### config.mk
export PLATFORM = sky130hd
export DESIGN_NAME = snx_perm_ram
export DESIGN_NICKNAME = d
export VERILOG_FILES = /design/src/rtl/snx_perm_ram.sv
export SDC_FILE = /design/constraint.sdc
export NUM_CORES = 2
export LEC_CHECK = 0
export BUFFER_PORTS_ARGS = -buffer_cell sky130_fd_sc_hd__buf_2
export CORE_AREA = 2 2 368 370
export DETAILED_ROUTE_END_ITERATION = 10
export DIE_AREA = 0 0 370 372
export GPL_ROUTABILITY_DRIVEN = 0
export PLACE_DENSITY = 0.76
export SLEW_MARGIN = 10
export SYNTH_ARGS = -nofsm -noshare
export SYNTH_HDL_FRONTEND = slang
export SYNTH_SLANG_ARGS = --single-unit
### constraint.sdc
create_clock -name clk -period 5.8 [get_ports clk]
set_clock_uncertainty 0.1 [all_clocks]
set_input_delay 1.16 -clock clk [delete_from_list [all_inputs] [get_ports clk]]
set_output_delay 1.16 -clock clk [all_outputs]
set_load 0.02 [all_outputs]
### src/rtl/snx_perm_ram.sv
// ----------------------------------------------------------------------------
// snx_perm_ram: one copy of the permutation table
// One write port, one read port with registered read data.
// ----------------------------------------------------------------------------
module snx_perm_ram #(
  parameter int DEPTH = 256,
  parameter int WIDTH = 8
) (
  input  logic                     clk,
  input  logic                     wr_en,
  input  logic [$clog2(DEPTH)-1:0] wr_addr,
  input  logic [WIDTH-1:0]         wr_data,
  input  logic                     rd_en,
  input  logic [$clog2(DEPTH)-1:0] rd_addr,
  output logic [WIDTH-1:0]         rd_data
);

  logic [WIDTH-1:0] mem [DEPTH];

  // Write the entry
  always_ff @(posedge clk) begin
    if (wr_en) begin
      mem[wr_addr] <= wr_data;
    end
  end

  // Register the read word, hold it while the stage stalls
  always_ff @(posedge clk) begin
    if (rd_en) begin
      rd_data <= mem[rd_addr];
    end
  end

endmodule

-- After elaboration in Yosys (flattened, before gate mapping)
Memories as Yosys holds them, arrays and structs flattened. A register that Yosys moved wholly into a read port is not among the register bits.
Index checks and enable logic that the tools add are counted.
- add/subtract/negate cells: 0
- multiply operators: 0
- div/mod/pow operators: 0
- order comparisons: 0
- equal/unequal tests: 0
- shift-type cells: 0
- multiplexer cells: 2
- bitwise operators: 0
- reduce and logical (&&, ||, !) cells: 0
- operator list (operator ; count):
    2-to-1 mux 1 bit ; 2
- flip-flop bits (word level): 0
- latch bits: 0
- RAM bits: 2048
- memory bits (read-only): 0
- bits of input ports: 27
- output and inout bits: 8
- logic and storage cells: 3
- memories kept: 1
- memory list (name ; depth ; width ; rd ports ; clocked after memory_dff ; wr ports ; RTL line ; text):
    mem ; 256 ; 8 ; 1 ; 1 ; 1 ; 18 ; logic [WIDTH-1:0] mem [DEPTH];

-- Longest topological paths before layout
- depth in word-level cells: 2
- mapped depth: 11
- mapped depth without buffers: 6

-- Worst setup path before layout
Ideal clock, no wire load.
- kind: in2reg
- start: in rd_addr[0]
- end: reg rd_data[2], read port of mem (data pin)
- setup time: 0.269 ns
- data arrival time: 2.967 ns
- slack: 2.464 ns
- stages: 9
- buffers on the path: 4
- cells stage by stage: buf_6 buf_12 buf_8 buf_2 mux4_2 a22oi_1 a21oi_1 nor4_1 nor4_2
- RTL lines (what ; RTL line ; text):
    from (decl) ; 14 ; input logic [$clog2(DEPTH)-1:0] rd_addr,
    to (decl) ; 15 ; output logic [WIDTH-1:0] rd_data

==> impl_metrics.ini <==
[run_status]
status = finished clean

[floorplan]
die_w_um = 370
die_h_um = 372
design.core.area_um2 = 134000
rows = 135
io-pin-count = 35
die_area_um2 = 138000
start_util = 0.593

[sta]
setup_viol = 0
period_share = 0.715
finalMaxSlewViolations = 0
fin_crit_ns = 4.15
relSlewSlack = 0.138
max_freq_mhz = 241
fin_setup_tns_ns = 0
rsz0062_at_grt = no
tightest_slew_ns = 1.29
hold_viol_final = 0

[final_layout]
nFillCells = 8311
post-route-cell-area_um2 = 87800
ff_latch_area_um2 = 61700
synthToLayoutAreaGrowth_pct = 10.3
nNetsFinal = 3868
multiInputGateArea_um2 = 16500
drive_gt1_frac = 0.218
fin_util = 0.654

[yosys]
ys_async_sr_fraction = 0
synth_area_leader_cell = edfxtp_1
synth_top_cells_by_count = 2056 x edfxtp_1, 454 x mux4_2, 282 x nor2_1
ys_seq_area_frac = 0.775
synth_cell_types = 54
syn_inst = 3733
yosys.cell_count.top_type = edfxtp_1
synth.top_cell.area_share = 0.775
yosys_warnings = 0
avgSynthCellArea_um2 = 21.3
ys_ff_latch = 2056
syn_nets = 3760
synth_edf_count = 2056
syn_area_um2 = 79600
ys.flop_type = edfxtp_1
synth_area_leaders = edfxtp_1 78%, mux4_2 13%, mux2i_1 1.7%

[clock_tree]
cts_max_level = 4
cts_tree = built
clock-root-buffer = clkbuf_16
clock_latency_ns = 0.82
postCtsSetupRepairBufs = 0
clock_sink_count = 2056
clock_path_buffers = 3
postCtsResizedCells = 0
cts_buffers = 193
clk_pin_slew_ns = 0.06
cts_hold_buf = 0

[grt]
grt_pass1_vias = 39061
grt_usage = 0.283
grt_start_max_net_pins = 147
antenna_found_initial = 9
gr-total-overflow = 0
grt_pass1_wl_um = 277000

[setup_path]
cpPeakStageDelay_ns = 0.87
r2r_slack_ns = 2.66
cpLargestDelayFamily = compound AO/OA/AOI/OAI gates
ff2ff_path_depth = 5
critical_path_class = input port to register
end_kind = register
cp.required_ns = 6.21
r2r_end = rd_data[5]
path_cells = buf_8 -> buf_4 -> mux4_2 -> a22o_1 -> a221oi_1 -> o32ai_1 -> nor3_1 -> nor4_1
worst_r2r_startpoint = mem[155][5]
cp.buffers_inverters = 2
start_kind = input port
critPathArrivalTime_ns = 4.56
cp_slowest_cell = a221oi_1
critPathMaxFanout = 76

[power]
p_leak_nw = 27.0
total_power_mw = 30.0
ir_drop_mv = 0.332
p_per_area_nw_per_um2 = 342

[drt]
drt_first_pass_iters = 6
avgRoutedWirePerCell_um = 33.2
route.detailed.drc = 0
via_per_inst = 6.87
drt-initial-drc-count = 6442
vias = 39709
ant_nets = 0
routed_wl_um = 192000

[hold_path]
hold_end = rd_data[7]
min_from = rd_en
whs_path_depth = 1
hold_class = input port to register

[placement]
place_hpwl_um = 113000
place_area_um2 = 81800
io_buffer_count = 34

[run]
cap_violations = 0
final cells by class:
| cell class | instances | area share |
|---|---|---|
| timing repair buffer | 146 | 0.0151 |
| clock buffer | 251 | 0.0589 |
| multi-input combinational | 1442 | 0.188 |
| sequential | 2056 | 0.703 |
| inverter | 2 | 0.0000855 |
| clock inverter | 97 | 0.00945 |
| antenna | 3 | 0.0000855 |
| tap | 1781 | 0.0254 |
flip-flops by register name, indices dropped and copies added, names as in the netlist:
name / flops
mem: 2048
rd_data: 8
where the power goes:
group / switching, mW / total (mW) / leakage, nW / internal (mW)
registers: 0.0213 / 16.4 / 18.5 / 16.4
logic: 0.963 / 1.45 / 5.59 / 0.490
clock network: 5.30 / 12.2 / 2.93 / 6.88
through the flow:
step,hold WS [ns],std cells,worst slack [ns]
5_1_grt,0.669,5775,1.59
6_report,0.688,5778,1.65
3_3_place_gp,0.963,5427,0.829
4_1_cts,0.640,5775,1.70
2_1_floorplan,0.764,3733,2.46
3_5_place_dp,0.935,5427,0.813
cells in the final DEF, fill, tap and decap left out, drive strengths merged, types with 12 or more instances in the layout:
cell    count
a211oi     16
a21oi      96
a221oi     14
a22oi     133
buf       138
bufinv     14
clkbuf    259
clkinv     78
edfxtp   2056
mux2i     134
mux4      456
nand2      33
nand3      34
nor2      282
nor2b      31
nor3       22
nor4       27
o21ai      12
o221ai     47
o22ai      28
kinds of logic after synthesis:
| group | share of synthesized area |
|---|---|
| compound gates | 0.0342 |
| mux | 0.146 |
| simple gates | 0.0263 |
| buf+inv | 0.0183 |
| flops | 0.775 |
worst max-delay path by stage:
stage,from,end,cells after the start
finish,rd_addr[1],rd_data[3],8
global route,rd_addr[0],rd_data[7],8
floorplan,rd_addr[0],rd_data[2],9
CTS,rd_addr[0],rd_data[7],8
global placement,rd_addr[0],rd_data[3],7
detailed placement,rd_addr[0],rd_data[3],7
routing by layer:
layer  GRT usage  vias up  routed length [um]
li1            -    15901                   -
met1       0.404    20576               70700
met2       0.431     2795               90400
met3      0.0684      427               23600
met4       0.107       10                7050
met5           0        -                  58
(Power assumes the default switching activity.)
